`src/rtl/core/rfdc_pkg.sv`:
```
package rfdc_pkg;

  // field widths
  localparam int CMD_W   = 3;
  localparam int TYPE_W  = 4;
  localparam int ID_W    = 32;
  localparam int IDX_W   = 6;
  localparam int PEND_W  = 7;
  localparam int DROP_W  = 32;
  localparam int ENTRY_W = TYPE_W + ID_W;
  localparam int ADDR_W  = 3;
  localparam int DATA_W  = 32;

  // command codes
  localparam logic [CMD_W-1:0] CMD_PUSH  = 3'd0;
  localparam logic [CMD_W-1:0] CMD_POP   = 3'd1;
  localparam logic [CMD_W-1:0] CMD_CHECK = 3'd2;
  localparam logic [CMD_W-1:0] CMD_PEEK  = 3'd3;
  localparam logic [CMD_W-1:0] CMD_CLEAR = 3'd4;

  // register map
  localparam logic [ADDR_W-1:0] ADDR_INVALID_ID = 3'd0;

  localparam logic [DROP_W-1:0] DROP_MAX = '1;

  typedef enum logic [1:0] {
    ST_IDLE,
    ST_EXEC,
    ST_SCAN
  } state_t;

  // which queue offset the entry memory reads next
  typedef enum logic [1:0] {
    RD_HEAD,
    RD_IDX,
    RD_SCAN
  } rd_sel_t;

  typedef enum logic [2:0] {
    OP_NONE,
    OP_PUSH,
    OP_POP,
    OP_PEEK,
    OP_CLEAR,
    OP_REJECT,
    OP_CHECK_END,
    OP_SCAN_ADV
  } dp_op_t;

  typedef struct packed {
    logic    latch;
    rd_sel_t rd_sel;
    dp_op_t  op;
    logic    check_ok;
  } dp_cmd_t;

  typedef struct packed {
    logic [CMD_W-1:0] cmd;
    logic             id_invalid;
    logic             empty;
    logic             hit;
    logic             last;
  } dp_stat_t;

endpackage

```
`src/rtl/core/request_fifo_with_drop_count_core.sv`:
```
// push, pop, peek, clear and unknown commands: start latches the command, the EXEC
// state registers the result strobe, next command accepted in the strobe cycle, busy before it
// check: one queued entry compared per cycle through the single memory read
// port, from the head until a hit or the last entry, busy until the strobe
// synchronous reset empties the queue, zeroes the drop counter and invalid_id;
// entry memory is not cleared, the receiver cannot stall
module request_fifo_with_drop_count_core #(
  parameter int DEPTH = 64
) (
  input  logic                          clk,
  input  logic                          rst,
  // command side
  input  logic                          start,
  output logic                          busy,
  input  logic [rfdc_pkg::CMD_W-1:0]    command,
  input  logic [rfdc_pkg::TYPE_W-1:0]   req_type,
  input  logic [rfdc_pkg::ID_W-1:0]     asset_id,
  input  logic [rfdc_pkg::IDX_W-1:0]    entry_index,
  // result side, one word per done strobe
  output logic                          done,
  output logic                          ok,
  output logic [rfdc_pkg::TYPE_W-1:0]   out_type,
  output logic [rfdc_pkg::ID_W-1:0]     out_id,
  output logic [rfdc_pkg::PEND_W-1:0]   pending_count,
  output logic [rfdc_pkg::DROP_W-1:0]   dropped_total,
  output logic                          first_drop,
  // register port
  input  logic                          psel,
  input  logic                          penable,
  input  logic                          pwrite,
  input  logic [rfdc_pkg::ADDR_W-1:0]   paddr,
  input  logic [rfdc_pkg::DATA_W-1:0]   pwdata,
  output logic [rfdc_pkg::DATA_W-1:0]   prdata,
  output logic                          pready
);

  rfdc_pkg::dp_cmd_t  dp_cmd;
  rfdc_pkg::dp_stat_t dp_stat;

  logic [rfdc_pkg::ID_W-1:0] invalid_id;
  logic                      reg_hit;
  logic                      reg_we;

  // single register: invalid_id at byte address 0, other addresses read zero
  assign reg_hit = (paddr == rfdc_pkg::ADDR_INVALID_ID);
  assign reg_we  = psel && penable && pwrite && reg_hit;
  assign pready  = 1'b1;
  assign prdata  = reg_hit ? invalid_id : '0;

  always_ff @(posedge clk) begin
    if (rst) begin
      invalid_id <= '0;
    end else if (reg_we) begin
      invalid_id <= pwdata;
    end
  end

  // sequencer: accept, execute, optional scan of the queue
  rfdc_ctrl u_ctrl (
    .clk     (clk),
    .rst     (rst),
    .start   (start),
    .command (command),
    .stat    (dp_stat),
    .cmd     (dp_cmd),
    .busy    (busy)
  );

  // ring buffer, pointers, drop counter and result word
  rfdc_dp #(
    .DEPTH (DEPTH)
  ) u_dp (
    .clk           (clk),
    .rst           (rst),
    .cmd           (dp_cmd),
    .stat          (dp_stat),
    .command       (command),
    .req_type      (req_type),
    .asset_id      (asset_id),
    .entry_index   (entry_index),
    .invalid_id    (invalid_id),
    .done          (done),
    .ok            (ok),
    .out_type      (out_type),
    .out_id        (out_id),
    .pending_count (pending_count),
    .dropped_total (dropped_total),
    .first_drop    (first_drop)
  );

endmodule

```
`src/rtl/core/rfdc_ctrl.sv`:
```
module rfdc_ctrl (
  input  logic                       clk,
  input  logic                       rst,
  input  logic                       start,
  input  logic [rfdc_pkg::CMD_W-1:0] command,
  input  rfdc_pkg::dp_stat_t         stat,
  output rfdc_pkg::dp_cmd_t          cmd,
  output logic                       busy
);

  rfdc_pkg::state_t state;
  rfdc_pkg::state_t state_next;

  always_ff @(posedge clk) begin
    if (rst) begin
      state <= rfdc_pkg::ST_IDLE;
    end else begin
      state <= state_next;
    end
  end

  always_comb begin
    state_next   = state;
    cmd.latch    = 1'b0;
    cmd.rd_sel   = rfdc_pkg::RD_HEAD;
    cmd.op       = rfdc_pkg::OP_NONE;
    cmd.check_ok = 1'b0;
    busy         = 1'b1;
    case (state)
      rfdc_pkg::ST_IDLE: begin
        busy = 1'b0;
        // pop and check want the head, peek its own offset
        if (command == rfdc_pkg::CMD_PEEK) begin
          cmd.rd_sel = rfdc_pkg::RD_IDX;
        end
        if (start) begin
          cmd.latch  = 1'b1;
          state_next = rfdc_pkg::ST_EXEC;
        end
      end
      rfdc_pkg::ST_EXEC: begin
        state_next = rfdc_pkg::ST_IDLE;
        case (stat.cmd)
          rfdc_pkg::CMD_PUSH:  cmd.op = rfdc_pkg::OP_PUSH;
          rfdc_pkg::CMD_POP:   cmd.op = rfdc_pkg::OP_POP;
          rfdc_pkg::CMD_PEEK:  cmd.op = rfdc_pkg::OP_PEEK;
          rfdc_pkg::CMD_CLEAR: cmd.op = rfdc_pkg::OP_CLEAR;
          rfdc_pkg::CMD_CHECK: begin
            if (stat.id_invalid || stat.empty) begin
              cmd.op = rfdc_pkg::OP_CHECK_END;
            end else if (stat.hit) begin
              cmd.op       = rfdc_pkg::OP_CHECK_END;
              cmd.check_ok = 1'b1;
            end else if (stat.last) begin
              cmd.op = rfdc_pkg::OP_CHECK_END;
            end else begin
              cmd.op     = rfdc_pkg::OP_SCAN_ADV;
              cmd.rd_sel = rfdc_pkg::RD_SCAN;
              state_next = rfdc_pkg::ST_SCAN;
            end
          end
          default: cmd.op = rfdc_pkg::OP_REJECT;
        endcase
      end
      rfdc_pkg::ST_SCAN: begin
        cmd.rd_sel = rfdc_pkg::RD_SCAN;
        if (stat.hit) begin
          cmd.op       = rfdc_pkg::OP_CHECK_END;
          cmd.check_ok = 1'b1;
          state_next   = rfdc_pkg::ST_IDLE;
        end else if (stat.last) begin
          cmd.op     = rfdc_pkg::OP_CHECK_END;
          state_next = rfdc_pkg::ST_IDLE;
        end else begin
          cmd.op = rfdc_pkg::OP_SCAN_ADV;
        end
      end
      default: state_next = rfdc_pkg::ST_IDLE;
    endcase
  end

endmodule

```
`src/rtl/core/rfdc_dp.sv`:
```
module rfdc_dp #(
  parameter int DEPTH = 64
) (
  input  logic                        clk,
  input  logic                        rst,
  input  rfdc_pkg::dp_cmd_t           cmd,
  output rfdc_pkg::dp_stat_t          stat,
  input  logic [rfdc_pkg::CMD_W-1:0]  command,
  input  logic [rfdc_pkg::TYPE_W-1:0] req_type,
  input  logic [rfdc_pkg::ID_W-1:0]   asset_id,
  input  logic [rfdc_pkg::IDX_W-1:0]  entry_index,
  input  logic [rfdc_pkg::ID_W-1:0]   invalid_id,
  output logic                        done,
  output logic                        ok,
  output logic [rfdc_pkg::TYPE_W-1:0] out_type,
  output logic [rfdc_pkg::ID_W-1:0]   out_id,
  output logic [rfdc_pkg::PEND_W-1:0] pending_count,
  output logic [rfdc_pkg::DROP_W-1:0] dropped_total,
  output logic                        first_drop
);

  localparam int PTR_W = $clog2(DEPTH);
  localparam int CNT_W = $clog2(DEPTH + 1);
  localparam int CMP_W = (CNT_W > rfdc_pkg::IDX_W) ? CNT_W : rfdc_pkg::IDX_W;
  localparam logic [PTR_W:0]   SUM_DEPTH = (PTR_W + 1)'(DEPTH);
  localparam logic [PTR_W-1:0] PTR_LAST  = PTR_W'(DEPTH - 1);
  localparam logic [CNT_W-1:0] CNT_FULL  = CNT_W'(DEPTH);

  // wrap base + off into the ring, both below DEPTH
  function automatic logic [PTR_W-1:0] slot_of(input logic [PTR_W-1:0] base,
                                               input logic [PTR_W-1:0] off);
    logic [PTR_W:0] sum;
    sum = {1'b0, base} + {1'b0, off};
    if (sum >= SUM_DEPTH) begin
      sum = sum - SUM_DEPTH;
    end
    return sum[PTR_W-1:0];
  endfunction

  logic [rfdc_pkg::ENTRY_W-1:0] mem [DEPTH];
  logic [rfdc_pkg::ENTRY_W-1:0] rdata;

  logic [rfdc_pkg::CMD_W-1:0]  lat_cmd;
  logic [rfdc_pkg::TYPE_W-1:0] lat_type;
  logic [rfdc_pkg::ID_W-1:0]   lat_id;
  logic [rfdc_pkg::IDX_W-1:0]  lat_idx;

  logic [PTR_W-1:0]           head;
  logic [CNT_W-1:0]           count;
  logic [CNT_W-1:0]           scan;
  logic [rfdc_pkg::DROP_W-1:0] drop;

  logic [CNT_W-1:0] scan_inc;
  logic [PTR_W-1:0] rd_off;
  logic [PTR_W-1:0] raddr;
  logic [PTR_W-1:0] waddr;
  logic [PTR_W-1:0] head_inc;
  logic             full;
  logic             empty;
  logic             id_inv;
  logic             peek_ok;
  logic             we;

  assign scan_inc = CNT_W'(scan + 1'b1);
  assign full     = (count == CNT_FULL);
  assign empty    = (count == '0);
  assign id_inv   = (lat_id == invalid_id);
  assign peek_ok  = (CMP_W'(lat_idx) < CMP_W'(count));
  assign head_inc = (head == PTR_LAST) ? '0 : PTR_W'(head + 1'b1);
  assign waddr    = slot_of(head, PTR_W'(count));
  assign raddr    = slot_of(head, rd_off);
  assign we       = (cmd.op == rfdc_pkg::OP_PUSH) && !id_inv && !full;

  always_comb begin
    case (cmd.rd_sel)
      rfdc_pkg::RD_HEAD: rd_off = '0;
      rfdc_pkg::RD_IDX:  rd_off = PTR_W'(CMP_W'(entry_index));
      rfdc_pkg::RD_SCAN: rd_off = PTR_W'(scan_inc);
      default:           rd_off = '0;
    endcase
  end

  assign stat.cmd        = lat_cmd;
  assign stat.id_invalid = id_inv;
  assign stat.empty      = empty;
  assign stat.hit        = (rdata == {lat_type, lat_id});
  assign stat.last       = (scan_inc >= count);

  assign pending_count = rfdc_pkg::PEND_W'(count);
  assign dropped_total = drop;

  // entry memory, one write and one registered read port
  always_ff @(posedge clk) begin
    if (we) begin
      mem[waddr] <= {lat_type, lat_id};
    end
    rdata <= mem[raddr];
  end

  always_ff @(posedge clk) begin
    if (cmd.latch) begin
      lat_cmd  <= command;
      lat_type <= req_type;
      lat_id   <= asset_id;
      lat_idx  <= entry_index;
      scan     <= '0;
    end else if (cmd.op == rfdc_pkg::OP_SCAN_ADV) begin
      scan <= scan_inc;
    end
  end

  // queue pointers, drop counter, result strobe
  always_ff @(posedge clk) begin
    if (rst) begin
      head  <= '0;
      count <= '0;
      drop  <= '0;
      done  <= 1'b0;
    end else begin
      done <= 1'b0;
      case (cmd.op)
        rfdc_pkg::OP_PUSH: begin
          done <= 1'b1;
          if (!id_inv && !full) begin
            count <= CNT_W'(count + 1'b1);
          end else if (!id_inv && drop != rfdc_pkg::DROP_MAX) begin
            drop <= drop + 1'b1;
          end
        end
        rfdc_pkg::OP_POP: begin
          done <= 1'b1;
          if (!empty) begin
            head  <= head_inc;
            count <= CNT_W'(count - 1'b1);
          end
        end
        rfdc_pkg::OP_CLEAR: begin
          done  <= 1'b1;
          head  <= '0;
          count <= '0;
          drop  <= '0;
        end
        rfdc_pkg::OP_PEEK, rfdc_pkg::OP_REJECT, rfdc_pkg::OP_CHECK_END: begin
          done <= 1'b1;
        end
        default: ;
      endcase
    end
  end

  // result word
  always_ff @(posedge clk) begin
    case (cmd.op)
      rfdc_pkg::OP_PUSH: begin
        ok         <= !id_inv && !full;
        out_type   <= '0;
        out_id     <= '0;
        first_drop <= !id_inv && full && (drop == '0);
      end
      rfdc_pkg::OP_POP: begin
        ok         <= !empty;
        out_type   <= empty ? '0 : rdata[rfdc_pkg::ENTRY_W-1 -: rfdc_pkg::TYPE_W];
        out_id     <= empty ? '0 : rdata[rfdc_pkg::ID_W-1:0];
        first_drop <= 1'b0;
      end
      rfdc_pkg::OP_PEEK: begin
        ok         <= peek_ok;
        out_type   <= peek_ok ? rdata[rfdc_pkg::ENTRY_W-1 -: rfdc_pkg::TYPE_W] : '0;
        out_id     <= peek_ok ? rdata[rfdc_pkg::ID_W-1:0] : '0;
        first_drop <= 1'b0;
      end
      rfdc_pkg::OP_CLEAR: begin
        ok         <= 1'b1;
        out_type   <= '0;
        out_id     <= '0;
        first_drop <= 1'b0;
      end
      rfdc_pkg::OP_REJECT: begin
        ok         <= 1'b0;
        out_type   <= '0;
        out_id     <= '0;
        first_drop <= 1'b0;
      end
      rfdc_pkg::OP_CHECK_END: begin
        ok         <= cmd.check_ok;
        out_type   <= '0;
        out_id     <= '0;
        first_drop <= 1'b0;
      end
      default: ;
    endcase
  end

endmodule

```
`config.mk`:
```
export PLATFORM = sky130hd
export DESIGN_NAME = request_fifo_with_drop_count_core
export DESIGN_NICKNAME = d
export VERILOG_FILES = /design/src/rtl/core/rfdc_pkg.sv /design/src/rtl/core/request_fifo_with_drop_count_core.sv /design/src/rtl/core/rfdc_ctrl.sv /design/src/rtl/core/rfdc_dp.sv
export SDC_FILE = /design/constraint.sdc
export NUM_CORES = 2
export LEC_CHECK = 0
export BUFFER_PORTS_ARGS = -buffer_cell sky130_fd_sc_hd__buf_2
export CORE_UTILIZATION = 40
export DETAILED_ROUTE_END_ITERATION = 16
export GPL_ROUTABILITY_DRIVEN = 0
export PLACE_DENSITY = 0.61
export SYNTH_ARGS = -nofsm -noshare
export SYNTH_HDL_FRONTEND = slang
export SYNTH_SLANG_ARGS = --single-unit
```
`constraint.sdc`:
```
create_clock -name clk -period 13.6 [get_ports clk]
set_input_delay 2.72 -clock clk [delete_from_list [all_inputs] [get_ports clk]]
set_output_delay 2.72 -clock clk [all_outputs]
set_load 0.01 [all_outputs]
```
==> summary.md <==
| Metric | Value |
|---|---|
| Cell accounting for the most synthesized area | `sky130_fd_sc_hd__edfxtp_1` |
| TritonCTS Buffers | `238` |
| Category of the most critical setup path | `flip-flop to flip-flop` |
| Clock edge transition at the registers on the reported setup and hold paths | `60 ps` |
| DR DRC count | `0` |
| Max-slew violation count | `0` |
| Die Y-Extent | `495 um` |
| Outcome | `finished, final reports clean` |
| DR pass1 iterations | `5` |
| Data arrival time of the critical path | `9680 ps` |
| Setup repair bufs after CTS | `0` |
| Vias in the first global route | `47.5k` |
| Achievable Freq | `112 MHz` |
| First-pass GRT wire length | `361 mm` |
| Net count of the finished layout | `4,879` |
| Most common flop cell mapped by yosys | `sky130_fd_sc_hd__edfxtp_1` |
| Initial cell density of the core | `0.404` |
| Detailed-route wire length per cell | `31.6 um` |
| Worst voltage drop across the vdd grid | `0.000106 V` |
| Pre-CTS setup slack | `4610 ps` |
| IO Pins | `198` |
| H-tree depth | `4` |
| Worst-case clock buffer depth | `3` |
| Leading post-synthesis cells by instance count | `2,387 x sky130_fd_sc_hd__edfxtp_1, 720 x sky130_fd_sc_hd__mux4_2, 139 x sky130_fd_sc_hd__nor2_1` |
| Unrepaired setup endpoints after global routing | `false` |
| Crit path max fanout | `130` |
| Area occupied by multi-input gates | `0.0228 sq mm` |
| Number of resized instances in the post-cts repair step | `0` |
| Layout Skew | `24.7 ps` |
| Fin Setup TNS | `0 ps` |
| Source-to-sink clock delay at the later pin of the worst-skew pair | `880 ps` |
| Number of hold violations in the final report | `0` |
| Gate count of the mapped netlist | `4,382` |
| Leakage | `33.8 nW` |
| TritonCTS clock tree | `done` |
| Final-layout fill cell count | `19.8k` |
| Avg Cell Area, Syn | `22.2 sq um` |
| Synthesis warning total | `0` |
| Post-Syn Area | `0.0974 sq mm` |
| Flip-flop and latch count after synthesis | `2,510` |
| CP required | `14,320 ps` |
| Number of input and output port buffers inserted | `196` |
| Slew headroom | `0.113` |
| Sequential cell area | `0.0741 sq mm` |
| Fraction of post-synthesis cell area in the top cell type by area | `0.736` |
| Rows | `180` |
| Post-route worst setup slack | `4640 ps` |
| Yosys cell types | `68` |
| Clock tree root buffer cell | `sky130_fd_sc_hd__clkbuf_16` |
| Endpoint kind of the worst setup timing path | `flip-flop` |
| Number of flops mapped to enable cells by yosys | `2,387` |
| Residual overflow from global routing | `0` |
| Hold Path Class | `flip-flop to flip-flop` |
| DR iter-0 viols | `5,605` |
| Power density relative to cell area | `143 mW/mm^2` |
| Ratio of routed vias to standard cells | `5.78` |
| Final wirelength | `258 mm` |
| Most common cell in the netlist | `sky130_fd_sc_hd__edfxtp_1` |
| Syn-to-layout area delta | `14.0%` |
| Critical Path Start Type | `flip-flop` |
| Sequential fraction of the synthesis area | `0.761` |
| Antenna Nets Post-Route | `0` |
| Hold Buf Count CTS | `0` |
| Number of antenna violations at the first check in global routing | `8` |
| Largest net degree at the start of global routing | `131` |
| Number of vias in the routed layout | `47.1k` |
| Crit share post-route | `0.659` |
| Worst slew pin tran | `1330 ps` |
| Total clock sinks | `2,510` |
| Fraction of layout cells with a size suffix above 1 | `0.305` |
| Core Footprint | `0.241 sq mm` |
| Die boundary width | `495 um` |
| FFs w/ async S/R, synth | `0` |
| Post-route minimum period | `8960 ps` |
| DIE AREA | `0.245 sq mm` |
| Number of setup violations in the final report | `0` |
| HPWL reported at the end of detailed placement | `132 mm` |
| Main area contributors after synthesis | `sky130_fd_sc_hd__edfxtp_1 74%, sky130_fd_sc_hd__mux4_2 17%, sky130_fd_sc_hd__dfxtp_1 2.5%` |
| Count of maximum capacitance violations | `0` |
| Nets in the synthesized netlist | `4,508` |
| GRT Total Usage | `0.210` |
## cell type report
class / instances / area share
inverters: 29 / 0.000981
diodes: 9 / 0.000203
flip-flops and latches: 2510 / 0.668
repair buffers: 345 / 0.0200
clock inverters: 144 / 0.0133
well taps: 3185 / 0.0359
clock buffers: 298 / 0.0565
multi-input cells: 1629 / 0.205
## registers in the layout (all words and copies together) (netlist names)
register and count:
u_dp.out_type 4, u_dp.rdata 36, u_dp.dropped_total 32, u_dp.lat_cmd 3, u_dp.ok 1, u_dp.head 6
u_dp.scan 7, u_dp.out_id 32, u_dp.lat_id 32, invalid_id 32, u_dp.lat_idx 6, u_dp.pending_count 7
u_dp.lat_type 4, u_dp.mem 2304, u_ctrl.state 2, u_dp.done 1, u_dp.first_drop 1
## per-stage QoR
step | cell area [sq um] | hold slack (ps) | power, mW | util | instances
2_1_floorplan | 97400 | 457 | 9.16 | - | 4382
3_3_place_gp | 103000 | 472 | 9.42 | 0.428 | 7698
3_5_place_dp | 103000 | 479 | 9.43 | 0.428 | 7698
4_1_cts | 111000 | 490 | 16.0 | 0.460 | 8140
5_1_grt | 111000 | 507 | 16.3 | 0.460 | 8145
6_report | 111000 | 482 | 15.9 | 0.460 | 8149
## final timing paths
path	startpoint	to	slack, ps	cells after the start
min reg2reg	invalid_id[8]	invalid_id[8]	480	2
min	invalid_id[8]	invalid_id[8]	480	2
max	u_dp.lat_id[27]	u_dp.rdata[4]	4640	20
max reg2reg	u_dp.lat_id[27]	u_dp.rdata[4]	4640	20
## logic make-up after synthesis
logic type / synth area share
other cells: 0.0000385
mux: 0.171
compound gates: 0.0168
xor+xnor: 0.0102
fa+ha+maj: 0.00537
flops: 0.761
buf+inv: 0.0106
simple gates: 0.0248
## worst max-delay path, stage by stage, from the launching register on
cell	delay, ps
sky130_fd_sc_hd__edfxtp_1	770
sky130_fd_sc_hd__buf_4	570
sky130_fd_sc_hd__xnor2_1	300
sky130_fd_sc_hd__nand4_1	310
sky130_fd_sc_hd__nor4_1	620
sky130_fd_sc_hd__nand4_1	570
sky130_fd_sc_hd__nand2_1	280
sky130_fd_sc_hd__o31a_1	190
sky130_fd_sc_hd__inv_1	50
sky130_fd_sc_hd__ha_1	270
sky130_fd_sc_hd__a22oi_1	220
sky130_fd_sc_hd__nor2_1	90
sky130_fd_sc_hd__ha_4	170
sky130_fd_sc_hd__fa_4	1430
sky130_fd_sc_hd__buf_4	640
sky130_fd_sc_hd__buf_12	560
sky130_fd_sc_hd__mux4_2	420
sky130_fd_sc_hd__mux4_2	460
sky130_fd_sc_hd__nor2b_1	160
sky130_fd_sc_hd__a211oi_1	300
sky130_fd_sc_hd__a21oi_1	70
## cells in the final DEF, fill, tap and decap left out, drive strengths merged, types with 15 or more instances in the layout
cell and instances:
xnor2 97, edfxtp 2387, dfxtp 123, mux4 720, clkbuf 298, clkinv 104, nor2b 75, inv 36
nand2 126, nand3 21, a211oi 47, and2 36, a21oi 103, buf 345, nand4 26, a21o 15
ha 37, mux2i 42, xor2 16, nor2 140, bufinv 27
## metal layers
layer  wire length, um  vias to the layer above  GRT usage
met5                 0                        -          0
met3             18000                      354     0.0303
met2            127000                     2006      0.345
met1            104000                    25600      0.287
met4              9260                        0     0.0748
li1                  -                    19100          -
## report_power, final
part,internal [mW],leakage (nW),switching (mW)
combinational,0.248,7.52,0.417
sequential,8.55,22.5,0.0475
clock,3.77,3.78,2.84
total,12.6,33.8,3.31
No activity file was read; power rests on OpenSTA's default activity.
